### src/rtl/core/validated_calendar_to_unix_time_top_macros.svh
// ----------------------------------------------------------------------------
// Assertion macros for the calendar to Unix time block
// Concurrent checks that are compiled only outside synthesis.
// ----------------------------------------------------------------------------
`ifndef VALIDATED_CALENDAR_TO_UNIX_TIME_TOP_MACROS_SVH
`define VALIDATED_CALENDAR_TO_UNIX_TIME_TOP_MACROS_SVH

`ifndef SYNTHESIS
// property holds on every clock edge outside reset
`define VCUT_ASSERT(lbl, clk, rst_n, prop) \
    lbl: assert property (@(posedge clk) disable iff (!rst_n) (prop)) \
        else $error("assertion failed");
// consequent holds on the clock after the antecedent
`define VCUT_ASSERT_NEXT(lbl, clk, rst_n, ante, cons) \
    lbl: assert property (@(posedge clk) disable iff (!rst_n) (ante) |=> (cons)) \
        else $error("assertion failed");
`else
`define VCUT_ASSERT(lbl, clk, rst_n, prop)
`define VCUT_ASSERT_NEXT(lbl, clk, rst_n, ante, cons)
`endif

`endif

### src/rtl/core/vcut_pkg.sv
// ----------------------------------------------------------------------------
// vcut_pkg
// Shared constants, stage types and calendar tables.
// ----------------------------------------------------------------------------
package vcut_pkg;

    localparam int unsigned CFG_IDX_W  = 1;
    localparam int unsigned CFG_DATA_W = 12;

    localparam logic [CFG_IDX_W-1:0] REG_EARLIEST_YEAR = 1'd0;
    localparam logic [CFG_IDX_W-1:0] REG_LATEST_YEAR   = 1'd1;

    localparam logic [CFG_DATA_W-1:0] EARLIEST_YEAR_RST = 12'd2024;
    localparam logic [CFG_DATA_W-1:0] LATEST_YEAR_RST   = 12'd2069;

    localparam logic [15:0] SUPPORT_FIRST_YEAR = 16'd1970;
    localparam logic [15:0] SUPPORT_LAST_YEAR  = 16'd2399;

    localparam logic [11:0] ERA_START_HI = 12'd2000;
    localparam logic [11:0] ERA_START_LO = 12'd1600;

    localparam int unsigned DAYS_W = 18;
    localparam int unsigned TOD_W  = 17;
    localparam int unsigned SECS_W = 34;

    // era * 146097 - 719468, modulo 2^DAYS_W (era 5 and era 4)
    localparam logic [DAYS_W-1:0] DAY_OFS_HI = 18'd11017;
    localparam logic [DAYS_W-1:0] DAY_OFS_LO = 18'd127064;

    localparam logic [16:0] SECONDS_PER_DAY = 17'd86400;

    // validated reading after the first stage
    typedef struct packed {
        logic       ok;
        logic [11:0] yy;      // year, moved back by one for Jan and Feb
        logic [3:0] mp;       // month counted from March
        logic [4:0] day;
        logic [4:0] hour;
        logic [5:0] minute;
        logic [5:0] second;
    } t_s1;

    // days from March 1 to the start of the month, (153 * mp + 2) / 5
    function automatic logic [8:0] days_before_month(input logic [3:0] mp);
        logic [8:0] r;
        case (mp)
            4'd0:    r = 9'd0;
            4'd1:    r = 9'd31;
            4'd2:    r = 9'd61;
            4'd3:    r = 9'd92;
            4'd4:    r = 9'd122;
            4'd5:    r = 9'd153;
            4'd6:    r = 9'd184;
            4'd7:    r = 9'd214;
            4'd8:    r = 9'd245;
            4'd9:    r = 9'd275;
            4'd10:   r = 9'd306;
            4'd11:   r = 9'd337;
            default: r = 9'd0;
        endcase
        return r;
    endfunction

    function automatic logic [4:0] month_length(input logic [3:0] m, input logic leap);
        logic [4:0] r;
        case (m) inside
            4'd1, 4'd3, 4'd5, 4'd7, 4'd8, 4'd10, 4'd12: r = 5'd31;
            4'd4, 4'd6, 4'd9, 4'd11:                     r = 5'd30;
            4'd2:                                        r = leap ? 5'd29 : 5'd28;
            default:                                     r = 5'd0;
        endcase
        return r;
    endfunction

endpackage

### src/rtl/core/vcut_check.sv
// ----------------------------------------------------------------------------
// vcut_check
// First pipeline stage: range checks on the reading and March-based year.
// ----------------------------------------------------------------------------
module vcut_check (
    input  logic                             i_clk,
    input  logic                             i_rst_n,
    input  logic                             i_valid,
    input  logic [vcut_pkg::CFG_DATA_W-1:0]  i_earliest_year,
    input  logic [vcut_pkg::CFG_DATA_W-1:0]  i_latest_year,
    input  logic                             i_oscillator_stopped,
    input  logic [15:0]                      i_year,
    input  logic [7:0]                       i_month,
    input  logic [7:0]                       i_day,
    input  logic [7:0]                       i_hour,
    input  logic [7:0]                       i_minute,
    input  logic [7:0]                       i_second,
    output logic                             o_valid,
    output vcut_pkg::t_s1                    o_s1
);

    logic          year_ok;
    logic          month_ok;
    logic          day_ok;
    logic          time_ok;
    logic          leap;
    logic          early_month;
    logic [4:0]    mlen;
    vcut_pkg::t_s1 n_s1;
    vcut_pkg::t_s1 r_s1;
    logic          r_valid;

    always_comb begin
        year_ok = (i_year >= {4'd0, i_earliest_year}) && (i_year <= {4'd0, i_latest_year})
               && (i_year >= vcut_pkg::SUPPORT_FIRST_YEAR)
               && (i_year <= vcut_pkg::SUPPORT_LAST_YEAR);
        // inside the supported span the only century years are 2000..2300
        leap = (i_year[1:0] == 2'd0) && (i_year != 16'd2100) && (i_year != 16'd2200)
            && (i_year != 16'd2300);
        month_ok    = (i_month >= 8'd1) && (i_month <= 8'd12);
        mlen        = vcut_pkg::month_length(i_month[3:0], leap);
        day_ok      = (i_day >= 8'd1) && (i_day <= {3'd0, mlen});
        time_ok     = (i_hour <= 8'd23) && (i_minute <= 8'd59) && (i_second <= 8'd59);
        early_month = (i_month <= 8'd2);

        n_s1.ok     = !i_oscillator_stopped && year_ok && month_ok && day_ok && time_ok;
        n_s1.yy     = i_year[11:0] - {11'd0, early_month};
        n_s1.mp     = early_month ? (i_month[3:0] + 4'd9) : (i_month[3:0] - 4'd3);
        n_s1.day    = i_day[4:0];
        n_s1.hour   = i_hour[4:0];
        n_s1.minute = i_minute[5:0];
        n_s1.second = i_second[5:0];
    end

    always_ff @(posedge i_clk) begin
        if (!i_rst_n) begin
            r_valid <= 1'b0;
        end else begin
            r_valid <= i_valid;
        end
    end

    always_ff @(posedge i_clk) begin
        r_s1 <= n_s1;
    end

    assign o_valid = r_valid;
    assign o_s1    = r_s1;

endmodule

### src/rtl/core/validated_calendar_to_unix_time_top.sv
// ----------------------------------------------------------------------------
// validated_calendar_to_unix_time_top
// Checks a decoded RTC reading and converts it to Unix seconds.
// ----------------------------------------------------------------------------
// Usage:
//   Input: pulse i_start with the reading on the field ports; the reading is
//   taken at that edge. o_busy stays low, so a reading may be given in every
//   cycle.
//   Output: o_result_valid is high for one cycle with o_unix_seconds and
//   o_status (0 ok, 1 invalid). Invalid readings report zero seconds.
//   Results leave in input order.
//   Throughput: one reading per cycle through the four register stages:
//   range check, era split, day count, seconds multiply.
//   Config: i_cfg_index 0 is the earliest accepted year, 1 the latest, each
//   written with i_cfg_valid; o_cfg_ready is always high. Write only while
//   no reading is in flight.
//   Reset: synchronous, active low; clears the pipeline valid bits and
//   loads the year window 2024..2069.
//   The receiver cannot stall: each result is present for a single cycle.
// ----------------------------------------------------------------------------
`include "validated_calendar_to_unix_time_top_macros.svh"

module validated_calendar_to_unix_time_top (
    input  logic                                  i_clk,
    input  logic                                  i_rst_n,
    input  logic                                  i_start,
    output logic                                  o_busy,
    input  logic                                  i_oscillator_stopped,
    input  logic [15:0]                           i_year,
    input  logic [7:0]                            i_month,
    input  logic [7:0]                            i_day,
    input  logic [7:0]                            i_hour,
    input  logic [7:0]                            i_minute,
    input  logic [7:0]                            i_second,
    input  logic                                  i_cfg_valid,
    output logic                                  o_cfg_ready,
    input  logic [vcut_pkg::CFG_IDX_W-1:0]        i_cfg_index,
    input  logic [vcut_pkg::CFG_DATA_W-1:0]       i_cfg_data,
    output logic                                  o_result_valid,
    output logic [vcut_pkg::SECS_W-1:0]           o_unix_seconds,
    output logic                                  o_status
);

    logic [vcut_pkg::CFG_DATA_W-1:0] r_earliest_year;
    logic [vcut_pkg::CFG_DATA_W-1:0] r_latest_year;

    logic          s1_valid;
    vcut_pkg::t_s1 s1;

    // stage 2
    logic        r_v2;
    logic        r_ok2;
    logic        r_era_hi;
    logic [8:0]  r_yoe;
    logic [8:0]  r_doy;
    logic [4:0]  r_hour2;
    logic [5:0]  r_min2;
    logic [5:0]  r_sec2;
    logic [8:0]  n_yoe;
    logic [8:0]  n_doy;
    logic [11:0] yoe_full;

    // stage 3
    logic                          r_v3;
    logic                          r_ok3;
    logic [vcut_pkg::DAYS_W-1:0]   r_days;
    logic [vcut_pkg::TOD_W-1:0]    r_tod;
    logic [1:0]                    cent;
    logic [vcut_pkg::DAYS_W-1:0]   doe;
    logic [vcut_pkg::DAYS_W-1:0]   n_days;
    logic [vcut_pkg::TOD_W-1:0]    n_tod;

    // output stage
    logic                          r_v4;
    logic                          r_status;
    logic [vcut_pkg::SECS_W-1:0]   r_secs;
    logic [vcut_pkg::SECS_W-1:0]   n_secs;

    assign o_busy      = 1'b0;
    assign o_cfg_ready = 1'b1;

    always_ff @(posedge i_clk) begin
        if (!i_rst_n) begin
            r_earliest_year <= vcut_pkg::EARLIEST_YEAR_RST;
            r_latest_year   <= vcut_pkg::LATEST_YEAR_RST;
        end else if (i_cfg_valid) begin
            unique case (i_cfg_index)
                vcut_pkg::REG_EARLIEST_YEAR: r_earliest_year <= i_cfg_data;
                vcut_pkg::REG_LATEST_YEAR:   r_latest_year   <= i_cfg_data;
                default: ;
            endcase
        end
    end

    vcut_check u_check (
        .i_clk                (i_clk),
        .i_rst_n              (i_rst_n),
        .i_valid              (i_start),
        .i_earliest_year      (r_earliest_year),
        .i_latest_year        (r_latest_year),
        .i_oscillator_stopped (i_oscillator_stopped),
        .i_year               (i_year),
        .i_month              (i_month),
        .i_day                (i_day),
        .i_hour               (i_hour),
        .i_minute             (i_minute),
        .i_second             (i_second),
        .o_valid              (s1_valid),
        .o_s1                 (s1)
    );

    // stage 2: split into 400-year era and year of era, day of year from March
    always_comb begin
        yoe_full = (s1.yy >= vcut_pkg::ERA_START_HI) ? (s1.yy - vcut_pkg::ERA_START_HI)
                                                      : (s1.yy - vcut_pkg::ERA_START_LO);
        n_yoe    = yoe_full[8:0];
        n_doy    = vcut_pkg::days_before_month(s1.mp) + {4'd0, s1.day} - 9'd1;
    end

    always_ff @(posedge i_clk) begin
        r_ok2    <= s1.ok;
        r_era_hi <= (s1.yy >= vcut_pkg::ERA_START_HI);
        r_yoe    <= n_yoe;
        r_doy    <= n_doy;
        r_hour2  <= s1.hour;
        r_min2   <= s1.minute;
        r_sec2   <= s1.second;
    end

    // stage 3: day count since epoch and time of day
    always_comb begin
        if (r_yoe >= 9'd300) begin
            cent = 2'd3;
        end else if (r_yoe >= 9'd200) begin
            cent = 2'd2;
        end else if (r_yoe >= 9'd100) begin
            cent = 2'd1;
        end else begin
            cent = 2'd0;
        end
        doe = 18'(r_yoe) * 18'd365 + 18'(r_yoe[8:2]) - 18'(cent) + 18'(r_doy);
        // wraps modulo 2^18; the true count is non-negative for valid readings
        n_days = doe + (r_era_hi ? vcut_pkg::DAY_OFS_HI : vcut_pkg::DAY_OFS_LO);
        n_tod  = 17'(r_hour2) * 17'd3600 + 17'(r_min2) * 17'd60 + 17'(r_sec2);
    end

    always_ff @(posedge i_clk) begin
        r_ok3  <= r_ok2;
        r_days <= n_days;
        r_tod  <= n_tod;
    end

    // stage 4: seconds
    always_comb begin
        n_secs = 34'(r_days) * 34'(vcut_pkg::SECONDS_PER_DAY) + 34'(r_tod);
    end

    always_ff @(posedge i_clk) begin
        r_status <= !r_ok3;
        r_secs   <= r_ok3 ? n_secs : '0;
    end

    always_ff @(posedge i_clk) begin
        if (!i_rst_n) begin
            r_v2 <= 1'b0;
            r_v3 <= 1'b0;
            r_v4 <= 1'b0;
        end else begin
            r_v2 <= s1_valid;
            r_v3 <= r_v2;
            r_v4 <= r_v3;
        end
    end

    assign o_result_valid = r_v4;
    assign o_unix_seconds = r_secs;
    assign o_status       = r_status;

    `VCUT_ASSERT(a_latency, i_clk, i_rst_n, i_start |-> ##4 o_result_valid)
    `VCUT_ASSERT(a_stopped_invalid, i_clk, i_rst_n,
        (i_start && i_oscillator_stopped) |-> ##4 (o_result_valid && o_status))
    `VCUT_ASSERT(a_invalid_zero, i_clk, i_rst_n,
        (o_result_valid && o_status) |-> (o_unix_seconds == '0))
    `VCUT_ASSERT(a_ok_in_span, i_clk, i_rst_n,
        (o_result_valid && !o_status) |-> (o_unix_seconds < 34'd13569465600))
    `VCUT_ASSERT_NEXT(a_cfg_earliest, i_clk, i_rst_n,
        i_cfg_valid && (i_cfg_index == vcut_pkg::REG_EARLIEST_YEAR),
        r_earliest_year == $past(i_cfg_data))

endmodule

### config.mk
export PLATFORM = sky130hd
export DESIGN_NAME = validated_calendar_to_unix_time_top
export DESIGN_NICKNAME = d
export VERILOG_FILES = /design/src/rtl/core/vcut_pkg.sv /design/src/rtl/core/vcut_check.sv /design/src/rtl/core/validated_calendar_to_unix_time_top.sv
export VERILOG_INCLUDE_DIRS = /design/src /design/src/rtl/core
export SDC_FILE = /design/constraint.sdc
export NUM_CORES = 1
export LEC_CHECK = 0
export BUFFER_PORTS_ARGS = -buffer_cell sky130_fd_sc_hd__buf_2
export CAP_MARGIN = 20
export CELL_PAD_IN_SITES_DETAIL_PLACEMENT = 0
export CELL_PAD_IN_SITES_GLOBAL_PLACEMENT = 1
export CORE_MARGIN = 2
export CORE_UTILIZATION = 30
export CTS_BUF_LIST = sky130_fd_sc_hd__clkbuf_8
export DETAILED_ROUTE_END_ITERATION = 12
export GPL_TIMING_DRIVEN = 0
export MAX_ROUTING_LAYER = met4
export PLACE_DENSITY = 0.52
export SKIP_LAST_GASP = 1
export SYNTH_ARGS = -nofsm -noshare
export SYNTH_HDL_FRONTEND = slang
export SYNTH_HIERARCHICAL = 1
export SYNTH_SLANG_ARGS = --single-unit
export TNS_END_PERCENT = 20
### constraint.sdc
create_clock -name i_clk -period 5.6 [get_ports i_clk]
set_clock_uncertainty 0.05 [all_clocks]
set_input_delay 0 -clock i_clk [delete_from_list [all_inputs] [get_ports i_clk]]
set_output_delay 0 -clock i_clk [all_outputs]
set_load 0.03 [all_outputs]
**Yosys cells after proc, flatten, opt, wreduce, memory -nomap -nowiden**

Memory sizes are Yosys's and may differ from the RTL's. A register that Yosys moved wholly into a read port is not among the register bits.
Cells that the tools add are included.

- Bits in registers: 171
- ROM bits: 144
- Output and inout bits: 38
- Word-level logic and storage cells: 106
- Memories kept: 1

Memories:

| memory | words | bits a word | read ports | clocked after memory_dff | write ports | RTL line | text |
|---|---|---|---|---|---|---|---|
| (no name shown) | 16 | 9 | 1 | 1 | 0 | vcut_pkg.sv:46 | `case (mp)` |

- $add $sub $neg: 14
- $mul: 4
- Order comparisons: 16
- Eq/ne operators: 15
- Multiplexer cells: 10
- Bitwise gates (word level): 1
- Reductions and logical operators: 21

Operators with widths:

| cell | count |
|---|---|
| $ne A16 B12 Y1 const B | 3 |
| $add A34 B17 Y34 | 1 |
| $mul A18 B10 Y27 const B | 1 |
| $eq A4 B4 Y1 const B | 5 |
| $add A18 B17 Y18 | 1 |
| $add A18 B7 Y18 | 1 |
| $add A18 B9 Y18 | 1 |
| $mul A9 B9 Y18 const B | 1 |
| $sub A18 B2 Y18 | 1 |
| $add A17 B12 Y17 | 1 |
| $add A17 B6 Y17 | 1 |
| $mux W17 | 1 |
| $eq A4 B3 Y1 const B | 4 |
| $ge A16 B11 Y1 const B | 1 |
| $ge A16 B12 Y1 | 1 |
| $ge A8 B1 Y1 const B | 2 |
| $le A16 B12 Y1 | 1 |
| $le A16 B12 Y1 const B | 1 |
| $le A8 B6 Y1 const B | 2 |
| $mux W5 | 3 |
| $logic_and A1 B1 Y1 | 14 |
| $mul A5 B8 Y13 const B | 1 |
| $ge A12 B11 Y1 const B | 1 |
| $sub A12 B1 Y12 | 1 |
| other kinds (26) | 31 |

**Depth between registers and ports, before layout**

Gate-level depths: netlist (run 1).

- Depth in word-level cells: 12
- Gate-level depth with buffers: 27
- Depth with buffers taken out: 27

**Cells and area by module**

The synthesis (run 1) kept the hierarchy.

Modules (own cells, without submodules):

| module | times used | cells an instance | area an instance (um2) |
|---|---|---|---|
| validated_calendar_to_unix_time_top | 1 | 1376 | 12907.4 |
| vcut_check | 1 | 230 | 2077.0 |

**Worst setup path after synthesis (run 1)**

OpenSTA, ideal clock, no wires.

- Path type: register to register
- From: register r_days[1] in the netlist's numbering
- To: register r_secs (netlist bit o_unix_seconds[32])
- Setup time: 0.131 ns
- Data arrival time: 4.899 ns
- Data required time: 5.419 ns
- Setup slack: 0.520 ns
- Stages on the path, launching flop included: 21
- Path through: dfxtp_1 -> ha_1 -> inv_1 -> fa_1 -> inv_1 -> fa_1 -> ha_1 -> inv_1 -> fa_1 -> inv_1 -> ha_1 -> buf_4 -> a21oi_1 -> o21ai_1 -> a31oi_4 -> o21ai_2 -> a2111oi_4 -> nor3_1 -> or4_1 -> o311ai_2 -> o41ai_2

- Longest elaborated chain between the ends: 2

Ends and longest elaborated chain:

| element | RTL line | text |
|---|---|---|
| start: declaration | validated_calendar_to_unix_time_top.sv:66 | `logic [vcut_pkg::DAYS_W-1:0] r_days;` |
| start signal: assignment | validated_calendar_to_unix_time_top.sv:149 | `r_days <= n_days;` |
| $mul A18 B10 Y27 | validated_calendar_to_unix_time_top.sv:155 | `n_secs = 34'(r_days) * 34'(vcut_pkg::SECONDS_PER_DAY) + 34'(r_tod);` |
| $add A34 B17 Y34 | validated_calendar_to_unix_time_top.sv:155 |  |
| end signal: assignment | validated_calendar_to_unix_time_top.sv:160 | `r_secs <= r_ok3 ? n_secs : '0;` |
| end: declaration | validated_calendar_to_unix_time_top.sv:76 | `logic [vcut_pkg::SECS_W-1:0] r_secs;` |

No other way between the ends.
A chain may end at the register's enable or synchronous reset.

**Final worst setup path (run 1)**

Same ends and word-level chain as after synthesis.

==> results.cfg, run 1 <==
[outcome]
status = completed

[floorplanning]
ioPinCount = 112
start_util_pct = 30.5
die_h_um = 227
coreArea_sq_um = 49200
die_w_um = 227
dieArea_sq_um = 51800
num_rows = 81

[clocking]
h-tree-depth = 4
clk_path_buf_depth = 2
cts_inserted_buffers = 17
cts.reportedPaths.clkPinSlew_ns = 0.09
clk_latency_ns = 0.56
cts_tree = done
numClockSinks = 175
root_buffer = clkbuf_8

[synth]
synth-main-ff-cell = dfxtp_1
async_flop_share_pct = 0
synth-seq-area-share_pct = 23.4
synth_edf_count = 0
yosys_warnings = 6
avgSynthCellArea_sq_um = 9.33
syn_inst = 1606
synthesis.area_sq_um = 15000
ys_ff_latch = 175
synth.net_count = 2070
synth_cell_types = 81

[global_routing]
grt_pass1_vias = 11300
antenna_found_initial = 0
overflow = 0
grt_pass1_wl_um = 55700
grt_use_total_pct = 14.2
grt_max_degree = 17

[setup_path]
cp.arrival_ns = 5.70
path_class = flip-flop to flip-flop
crit_path_max_fanout = 10
cp_cell_sequence = ha_1, inv_1, fa_1, inv_1, fa_1, ha_1, inv_1, fa_1, inv_1, ha_1, buf_4, a21oi_2, o21ai_1, a31oi_4, o21ai_2, a2111oi_4, nor3_2, or4_4, o311ai_2, o41ai_2
critPathSlowestCell = fa_1
cp-end-kind = flip-flop
worstPathRequired_ns = 5.97
cpMostUsedCell = inv_1
r2r-start = r_days[1]$_DFF_P_
startpoint = r_days[1]$_DFF_P_
critPathLaunchType = flip-flop
cp_slowest_stage_delay_ns = 0.50

[placement]
port_buffers = 109
place_congestion = 0.823
place_hpwl_um = 27800

[final_layout]
area_delta_synth_final_pct = 18.8
layout_commonest_cell = inv_1
fin_util_pct = 36.2
final_cell_mix = 304 x inv_1, 282 x ha_1, 165 x dfxtp_1
fin_nets = 2296
num_antenna_cells = 0
drive_above_1_share_pct = 11.3

[timing]
finalSetupTns_ns = 0
max_freq_mhz = 188
maxSlewViolCount = 0
grt_setup_unrepaired = true
final.period_utilization_pct = 95.1
worst_slew_pin_slew_ns = 0.716
final_hold_viol_count = 0
finalSetupViolCount = 0
min_period_ns = 5.33
slew_headroom_pct = 51.8

[drt]
drtPass1Iterations = 6
drt_iter0_drc = 392
vias = 11100
wl_per_cell_um = 13.3
via_per_inst = 4.41
detail_route.wirelength_um = 33300
drc = 0
drt.antenna.violating_nets = 0

[job]
max_cap_violations = 0

[min_path]
hp-class = input pin to flip-flop
hp-start = i_day[3]
==> critical path: cells and delay by family (launching register included) <==
family          cells  cell delay, ns
fa+ha+maj           6            2.32
compound gates      7            1.46
simple gates        2            0.59
buf+inv             5            0.39
flops               1            0.37
==> per-stage QoR <==
step	instances	area, sq um	hold WS (ns)	worst slack [ns]
6_report	2507	17800	0.0798	0.272
5_1_grt	2507	17800	0.0306	-0.0465
4_1_cts	2503	17700	0.0149	-0.0363
3_5_place_dp	2379	16400	0.0541	-0.319
3_3_place_gp	2379	16400	0.0517	-0.333
2_1_floorplan	1606	15000	-0.0223	0.520
==> path summary, 6_finish.rpt <==
check / to / slack [ns] / depth (start not counted)
setup / recovery: o_unix_seconds[32]$_SDFF_PN0_ / 0.27 / 20
hold / removal: u_check/o_s1[20]$_DFF_P_ / 0.08 / 2
setup reg to reg: o_unix_seconds[32]$_SDFF_PN0_ / 0.27 / 20
hold reg to reg: r_hour2[3]$_DFF_P_ / 0.28 / 0
==> cell usage after synthesis, types with 6 or more instances <==
master       n  share of area, %
a211oi_1     9              0.45
a21boi_0    16              0.80
a21o_1      27               1.4
a21oi_1     76               2.5
a31oi_1     10              0.42
and2_1      18              0.75
and3_1       8              0.33
clkbuf_1    15              0.38
dfxtp_1    175                23
fa_1       108                14
ha_1       282                24
inv_1      302               7.6
mux2i_1      6              0.40
nand2_1    101               2.5
nand2b_1    12              0.50
nand3_1     32               1.1
nand4_1     22              0.92
nor2_1      71               1.8
nor2b_1     14              0.58
nor3_1      23              0.77
nor4_1      12              0.50
o2111ai_1    6              0.35
o211ai_1     6              0.30
o21a_1      10              0.50
o21ai_0     36               1.2
o21bai_1    16              0.80
or3_1        9              0.38
or4_1        7              0.35
xnor2_1     70               4.1
xor2_1      22               1.3
==> sequential cells by signal (all words and copies together) (netlist names) <==
signal / cells
o_result_valid: 1
o_status: 1
o_unix_seconds: 34
r_days: 18
r_doy: 9
r_earliest_year: 12
r_era_hi: 1
r_hour2: 5
r_latest_year: 12
r_min2: 6
r_ok2: 1
r_ok3: 1
r_sec2: 6
r_tod: 17
r_v2: 1
r_v3: 1
r_yoe: 9
u_check/o_s1: 39
u_check/o_valid: 1
==> cell type report <==
type / instances / area (sq um)
fill: 5065 / 31300
inverter: 302 / 1140
sequential: 175 / 3520
timing repair buffer: 207 / 1520
tap: 664 / 831
buffer: 23 / 106
clock buffer: 18 / 248
multi-input combinational: 1106 / 10300
clock inverter: 12 / 135
==> per-layer routing <==
layer	global-route usage, %	vias up	wire (um)
li1	-	5787	-
met1	16.3	5115	15400
met2	24.7	131	16500
met3	2.98	23	997
met4	4.36	0	396
met5	-	-	0
==> what timing repair did <==
| action | 4_1_cts | 5_1_grt |
|---|---|---|
| hold endpoints to repair | 64 | 0 |
| pin swaps | 0 | 3 |
| setup endpoints to repair | 8 | 12 |
| hold buffers | 94 | 0 |
| buffers inserted | 0 | 4 |
| gates resized for setup | 6 | 25 |
==> cell families (layout without fill, tap and decap cells) <==
kind of cell             after synthesis  after routing  synth area share [%]
AO/OA/AOI/OAI                        263            263                  12.3
AND/OR/NAND/NOR                      351            351                  12.0
other                                  2              2                0.0501
multiplexers                           7              7                 0.476
adder cells (fa/ha/maj)              390            390                  38.0
flip-flops                           175            175                  23.4
XOR/XNOR                              93             93                  5.49
buffers and inverters                325            562                  8.27
Power of run 1 is not shown: default switching activity piles up to over one toggle a cycle in this logic, so the estimate is an artifact.
==> run 2: changes to the inputs <==
--- a/config.mk
+++ b/config.mk
@@ -6,7 +6,8 @@
 export SDC_FILE = /design/constraint.sdc
 export NUM_CORES = 1
 export LEC_CHECK = 0
-export BUFFER_PORTS_ARGS = -buffer_cell sky130_fd_sc_hd__buf_2
+export ABC_AREA = 1
+export BUFFER_PORTS_ARGS = -buffer_cell sky130_fd_sc_hd__clkbuf_2
 export CAP_MARGIN = 20
 export CELL_PAD_IN_SITES_DETAIL_PLACEMENT = 0
 export CELL_PAD_IN_SITES_GLOBAL_PLACEMENT = 1
@@ -16,7 +17,8 @@
 export DETAILED_ROUTE_END_ITERATION = 12
 export GPL_TIMING_DRIVEN = 0
 export MAX_ROUTING_LAYER = met4
-export PLACE_DENSITY = 0.52
+export PLACE_DENSITY = 0.54
+export RECOVER_POWER = 100
 export SKIP_LAST_GASP = 1
 export SYNTH_ARGS = -nofsm -noshare
 export SYNTH_HDL_FRONTEND = slang
==> run 2 against run 1 <==
Maximum frequency increased by 3.4%. Via count increased by 11%. Routed wire length increased by 8.7%. Flip-flop and latch count unchanged. Count of clock-buffer cells in the layout decreased by 1. Utilization decreased by 0.56 points. Non-clock buffer count decreased by 10. First-iteration DRC count decreased by 6.1%. Synthesized cell count increased by 22%.
==> results.cfg, run 2 <==
[final_layout]
final_cell_mix = 422 x inv_1, 363 x nand2_1, 282 x ha_1
fin_nets = 2644
nFillCells = 5543
fin_util_pct = 35.7
area_delta_synth_final_pct = 17.2
layout_commonest_cell = inv_1
num_antenna_cells = 0
largest_register_ffs = 39
final_area_sq_um = 18300
drive_above_1_share_pct = 8.17

[global_routing]
grtUsageMet1_pct = 17.6
use_met3_pct = 2.49
busiest_layer = met2
overflow = 0
grt_pass1_vias = 12500
antenna_found_initial = 0
grt_max_degree = 18
grt_util_met2_pct = 25.0
grt_use_total_pct = 14.6
grt_pass1_wl_um = 60800

[setup_path]
worstPathRequired_ns = 5.99
rr_worst_depth = 24
cp-end-kind = flip-flop
cp.arrival_ns = 5.54
worstReg2RegEnd = o_unix_seconds[27]$_SDFF_PN0_
crit_path_max_fanout = 5
critPathLaunchType = flip-flop
path_class = flip-flop to flip-flop
r2r-start = r_days[3]$_DFF_P_
regToRegSetupSlack_ns = 0.45

[floorplanning]
dieArea_sq_um = 54000
num_rows = 83
ioPinCount = 112
coreArea_sq_um = 51400
start_util_pct = 30.4
die_w_um = 232
die_h_um = 232

[synth]
synthesis.area_sq_um = 15700
yosysMostFrequentCell = inv_1
synth.top_cell.area_share_pct = 22.5
yosys_warnings = 6
synth_edf_count = 0
synth_cell_types = 49
yosys-top-cells-count = 420 x inv_1, 356 x nand2_1, 282 x ha_1
synth.net_count = 2418
syn_inst = 1954
async_flop_share_pct = 0
synthTopCellsByArea = ha_1 23%, dfxtp_1 22%, fa_1 14%
avgSynthCellArea_sq_um = 8.01
yosysTopAreaCell = ha_1
ys_ff_latch = 175
synth-seq-area-share_pct = 22.4
synth-main-ff-cell = dfxtp_1

[drt]
vias = 12200
drtPass1Iterations = 5
drt_iter0_drc = 368
via_per_inst = 4.26
detail_route.wirelength_um = 36200
drt.antenna.violating_nets = 0
wl_per_cell_um = 12.6
drc = 0

[min_path]
min_to = u_check/o_s1[26]$_DFF_P_
hold_depth = 6
hp-class = input pin to flip-flop
hp-start = i_month[7]

[placement]
port_buffers = 109
placed_area_sq_um = 17000
place_congestion = 0.799
place_hpwl_um = 31300

[clocking]
clk_path_buf_depth = 2
post_cts_buffers = 0
h-tree-depth = 4
numClockSinks = 175
cts_tree = done
clk_latency_ns = 0.54
cts.reportedPaths.clkPinSlew_ns = 0.10
root_buffer = clkbuf_8
cts_inserted_buffers = 17

[timing]
finalSetupViolCount = 0
worst_slew_pin_slew_ns = 0.700
max_freq_mhz = 194
slew_headroom_pct = 53.3
final_hold_viol_count = 0
final.period_utilization_pct = 92.0
grt_setup_unrepaired = false
finalSetupTns_ns = 0
min_period_ns = 5.15
maxSlewViolCount = 0

[job]
max_cap_violations = 0

[outcome]
status = completed
run 2: changes by cell type after synthesis, sizes merged, moves of 16 or more:
cell   before  now
inv       302  439
xnor2      70   26
and2       18    1
nand2     101  393
nor2       71  148
a21oi      78   94
o21ai      41   66
a21o       27    7
nand3      32   76
xor2       23   48
run 2: routing by layer:
metal	vias up	share of wire (%)	routed length [um]
met3	28	2.3	827
li1	6531	-	-
met4	0	1.4	505
met1	5556	47	17100
met5	-	0	0
met2	120	49	17800
run 2: kinds of logic after synthesis:
family,count (synthesis),synth area share (%)
AND/OR/NAND/NOR,665,19.3
XOR/XNOR,74,4.14
flip-flops,175,22.4
AO/OA/AOI/OAI,196,6.88
buffers and inverters,452,10.9
other,2,0.0480
adder cells (fa/ha/maj),390,36.4
run 2: worst max path at each step:
stage / start / end / slack (ns) / cells past startpoint
2_1_floorplan: r_yoe[8]$_DFF_P_ / r_days[15]$_DFF_P_ / 0.98 / 17
3_3_place_gp: r_yoe[4]$_DFF_P_ / r_days[14]$_DFF_P_ / 0.09 / 24
3_5_place_dp: r_yoe[4]$_DFF_P_ / r_days[14]$_DFF_P_ / 0.14 / 24
4_1_cts: r_yoe[4]$_DFF_P_ / r_days[14]$_DFF_P_ / 0.04 / 24
5_1_grt: r_yoe[6]$_DFF_P_ / r_days[15]$_DFF_P_ / 0.01 / 17
6_report: r_days[3]$_DFF_P_ / o_unix_seconds[27]$_SDFF_PN0_ / 0.45 / 24
run 2: final cells by class:
class | count | area, sq um | area share, %
inverter | 439 | 1650 | 8.99
tap | 680 | 851 | 4.64
sequential | 175 | 3510 | 19.1
timing repair buffer | 207 | 1460 | 7.98
multi-input combinational | 1327 | 10400 | 56.6
clock inverter | 14 | 198 | 1.08
buffer | 13 | 60.1 | 0.328
clock buffer | 17 | 234 | 1.28
run 2: worst max-delay path, cell delays in order, from the launching register on:
cell,delay [ns]
dfxtp_1,0.40
ha_1,0.31
inv_1,0.07
fa_1,0.51
inv_1,0.04
ha_1,0.26
inv_1,0.05
fa_1,0.49
inv_1,0.04
ha_1,0.37
nand2_1,0.16
inv_1,0.09
a21oi_1,0.18
nand2_2,0.10
xor2_1,0.16
ha_1,0.37
nand2_1,0.07
nor3_1,0.20
nand3_1,0.14
nand3_1,0.18
nand3_1,0.26
nor3_1,0.35
nand2_1,0.09
nand2_1,0.07
nor2_1,0.04
run 2: repair_timing:
| action | CTS | global route |
|---|---|---|
| endpoints found under the setup margin | 0 | 3 |
| resized for setup | 0 | 5 |
| hold buffers | 98 | 0 |
| hold endpoints to repair | 64 | 0 |
run 2: metrics by stage:
stage | hold slack [ns] | instances | setup WS [ns]
global route | 0.0526 | 2872 | 0.0125
CTS | 0.00228 | 2872 | 0.0375
floorplan | -0.0223 | 1954 | 0.981
finish | 0.0449 | 2872 | 0.449
global placement | 0.0541 | 2743 | 0.0899
detailed placement | 0.0539 | 2743 | 0.139
Power of run 2 is left out for the same reason.
==> run 3: changes to the inputs <==
--- a/config.mk
+++ b/config.mk
@@ -8,7 +8,7 @@
 export LEC_CHECK = 0
 export ABC_AREA = 1
 export BUFFER_PORTS_ARGS = -buffer_cell sky130_fd_sc_hd__clkbuf_2
-export CAP_MARGIN = 20
+export CAP_MARGIN = 40
 export CELL_PAD_IN_SITES_DETAIL_PLACEMENT = 0
 export CELL_PAD_IN_SITES_GLOBAL_PLACEMENT = 1
 export CORE_MARGIN = 2
@@ -17,7 +17,7 @@
 export DETAILED_ROUTE_END_ITERATION = 12
 export GPL_TIMING_DRIVEN = 0
 export MAX_ROUTING_LAYER = met4
-export PLACE_DENSITY = 0.54
+export PLACE_DENSITY = 0.56
 export RECOVER_POWER = 100
 export SKIP_LAST_GASP = 1
 export SYNTH_ARGS = -nofsm -noshare
==> constraint.sdc (replaced) <==
create_clock -name i_clk -period 4.5 [get_ports i_clk]
set_clock_uncertainty 0.05 [all_clocks]
set_input_delay 0 -clock i_clk [delete_from_list [all_inputs] [get_ports i_clk]]
set_output_delay 0 -clock i_clk [all_outputs]
set_load 0.03 [all_outputs]
==> run 3 against run 2 <==
Critical path depth down 7. Design area grew 5.5%. Sequential share of layout area fell by 0.61 points. Global-route usage is 0.13 points higher. Highest routed layer unchanged.
==> results.cfg, run 3 (synthesis results as in run 2) <==
[global_routing]
grt_pass1_vias = 12700
grt_pass1_wl_um = 61200
grt_max_degree = 17
overflow = 0
antenna_found_initial = 0
grt_use_total_pct = 14.7

[placement]
place_hpwl_um = 31000
place_congestion = 0.820
port_buffers = 109

[timing]
final.period_utilization_pct = 98.2
finalSetupTns_ns = 0
worst_slew_pin_slew_ns = 0.508
max_freq_mhz = 226
finalSetupViolCount = 0
grt_setup_unrepaired = true
min_period_ns = 4.42
slew_headroom_pct = 66.2
final_hold_viol_count = 0
maxSlewViolCount = 0

[final_layout]
area_delta_synth_final_pct = 23.6
largest_register_ffs = 39
nFillCells = 5423
fin_util_pct = 37.6
drive_above_1_share_pct = 16.6
num_antenna_cells = 0
fin_nets = 2675
layout_commonest_cell = inv_1
final_cell_mix = 413 x inv_1, 324 x nand2_1, 262 x ha_1

[clocking]
clk_latency_ns = 0.55
numClockSinks = 175
cts.reportedPaths.clkPinSlew_ns = 0.09
cts_tree = done
cts_inserted_buffers = 17
clk_path_buf_depth = 2
h-tree-depth = 4
root_buffer = clkbuf_8

[setup_path]
regToRegSetupSlack_ns = 0.08
startpoint = r_yoe[5]$_DFF_P_
rr_worst_depth = 17
worstReg2RegEnd = r_days[17]$_DFF_P_
cp.arrival_ns = 4.81
crit_path_max_fanout = 7
path_class = flip-flop to flip-flop
r2r-start = r_yoe[5]$_DFF_P_
cp-end-kind = flip-flop
critPathLaunchType = flip-flop
worstPathRequired_ns = 4.89
endpoint = r_days[17]$_DFF_P_

[drt]
drt_iter0_drc = 385
drc = 0
drt.antenna.violating_nets = 0
vias = 12500
via_per_inst = 4.30
wl_per_cell_um = 12.7
drtPass1Iterations = 7
detail_route.wirelength_um = 36900

[floorplanning]
ioPinCount = 112
die_h_um = 232
num_rows = 83
dieArea_sq_um = 54000
die_w_um = 232
coreArea_sq_um = 51400
start_util_pct = 30.4

[min_path]
hp-start = i_month[7]
hp-class = input pin to flip-flop

[outcome]
status = completed

[job]
max_cap_violations = 0
-- run 3: cell count changes in the layout (fill, tap and decap cells not counted), moves of 9 or more --
cell           before  now
ha_1              282  262
nor2_1            130  114
dlygate4sd3_1      98   83
ha_4                0   19
nand2_4             4   15
nand2_2            26   54
nor2_2              9   18
buf_4               3   46
inv_1             422  413
dfxtp_4             0   18
dfxtp_1           172  149
nand2_1           363  324
-- run 3: routing by layer --
| metal | vias to the layer above | share of wire (%) | GRT usage (%) |
|---|---|---|---|
| li1 | 6593 | - | - |
| met1 | 5735 | 47 | 17.7 |
| met3 | 27 | 2.2 | 2.40 |
| met5 | - | 0 | - |
| met2 | 127 | 50 | 25.4 |
| met4 | 0 | 1.3 | 3.87 |
-- run 3: how the worst min path moves through the flow --
stage | end | slack, ns | cells past startpoint
global placement | u_check/o_s1[1]$_DFF_P_ | 0.05 | 1
finish | u_check/o_s1[26]$_DFF_P_ | 0.06 | 6
detailed placement | u_check/o_s1[7]$_DFF_P_ | 0.05 | 1
global route | u_check/o_s1[0]$_DFF_P_ | 0.02 | 2
floorplan | u_check/o_s1[0]$_DFF_P_ | -0.02 | 0
CTS | u_check/o_s1[11]$_DFF_P_ | 0.003 | 2
-- run 3: cell type report --
cell class,count,area [sq um],share of cell area (%)
tap,680,851,4.40
timing repair buffer,238,1680,8.69
clock buffer,17,234,1.21
buffer,13,62.6,0.323
inverter,439,1660,8.59
multi-input combinational,1327,11100,57.3
sequential,175,3580,18.5
clock inverter,15,188,0.970
-- run 3: critical path, stage by stage (launching register included) --
cell,delay [ns]
dfxtp_4,0.43
inv_1,0.11
ha_1,0.33
inv_1,0.07
fa_1,0.50
inv_1,0.05
fa_1,0.48
inv_1,0.06
fa_1,0.51
fa_1,0.54
inv_1,0.04
ha_1,0.32
nand2_1,0.08
o21ai_2,0.22
buf_4,0.16
nand3_1,0.06
o2111ai_1,0.09
xor2_1,0.24
-- run 3: metrics by stage --
| step | instances | instance area (sq um) | setup slack (ns) | hold WS (ns) |
|---|---|---|---|---|
| after floorplan | 1954 | 15700 | 0.0524 | -0.0223 |
| after global placement | 2743 | 17000 | -0.981 | 0.0532 |
| after detailed placement | 2743 | 17000 | -0.973 | 0.0548 |
| after CTS | 2880 | 18700 | -0.0182 | 0.00319 |
| after global routing | 2904 | 19300 | -0.156 | 0.0232 |
| final | 2904 | 19300 | 0.0819 | 0.0600 |
-- run 3: what timing repair did --
item                                   4_1_cts  5_1_grt
endpoints found under the hold margin       64        0
resized for setup                           81      116
buffers inserted                            22       24
hold buffers                                83        0
pin swaps                                   11       54
setup endpoints to repair                   27       28
Power of run 3 is left out for the same reason.
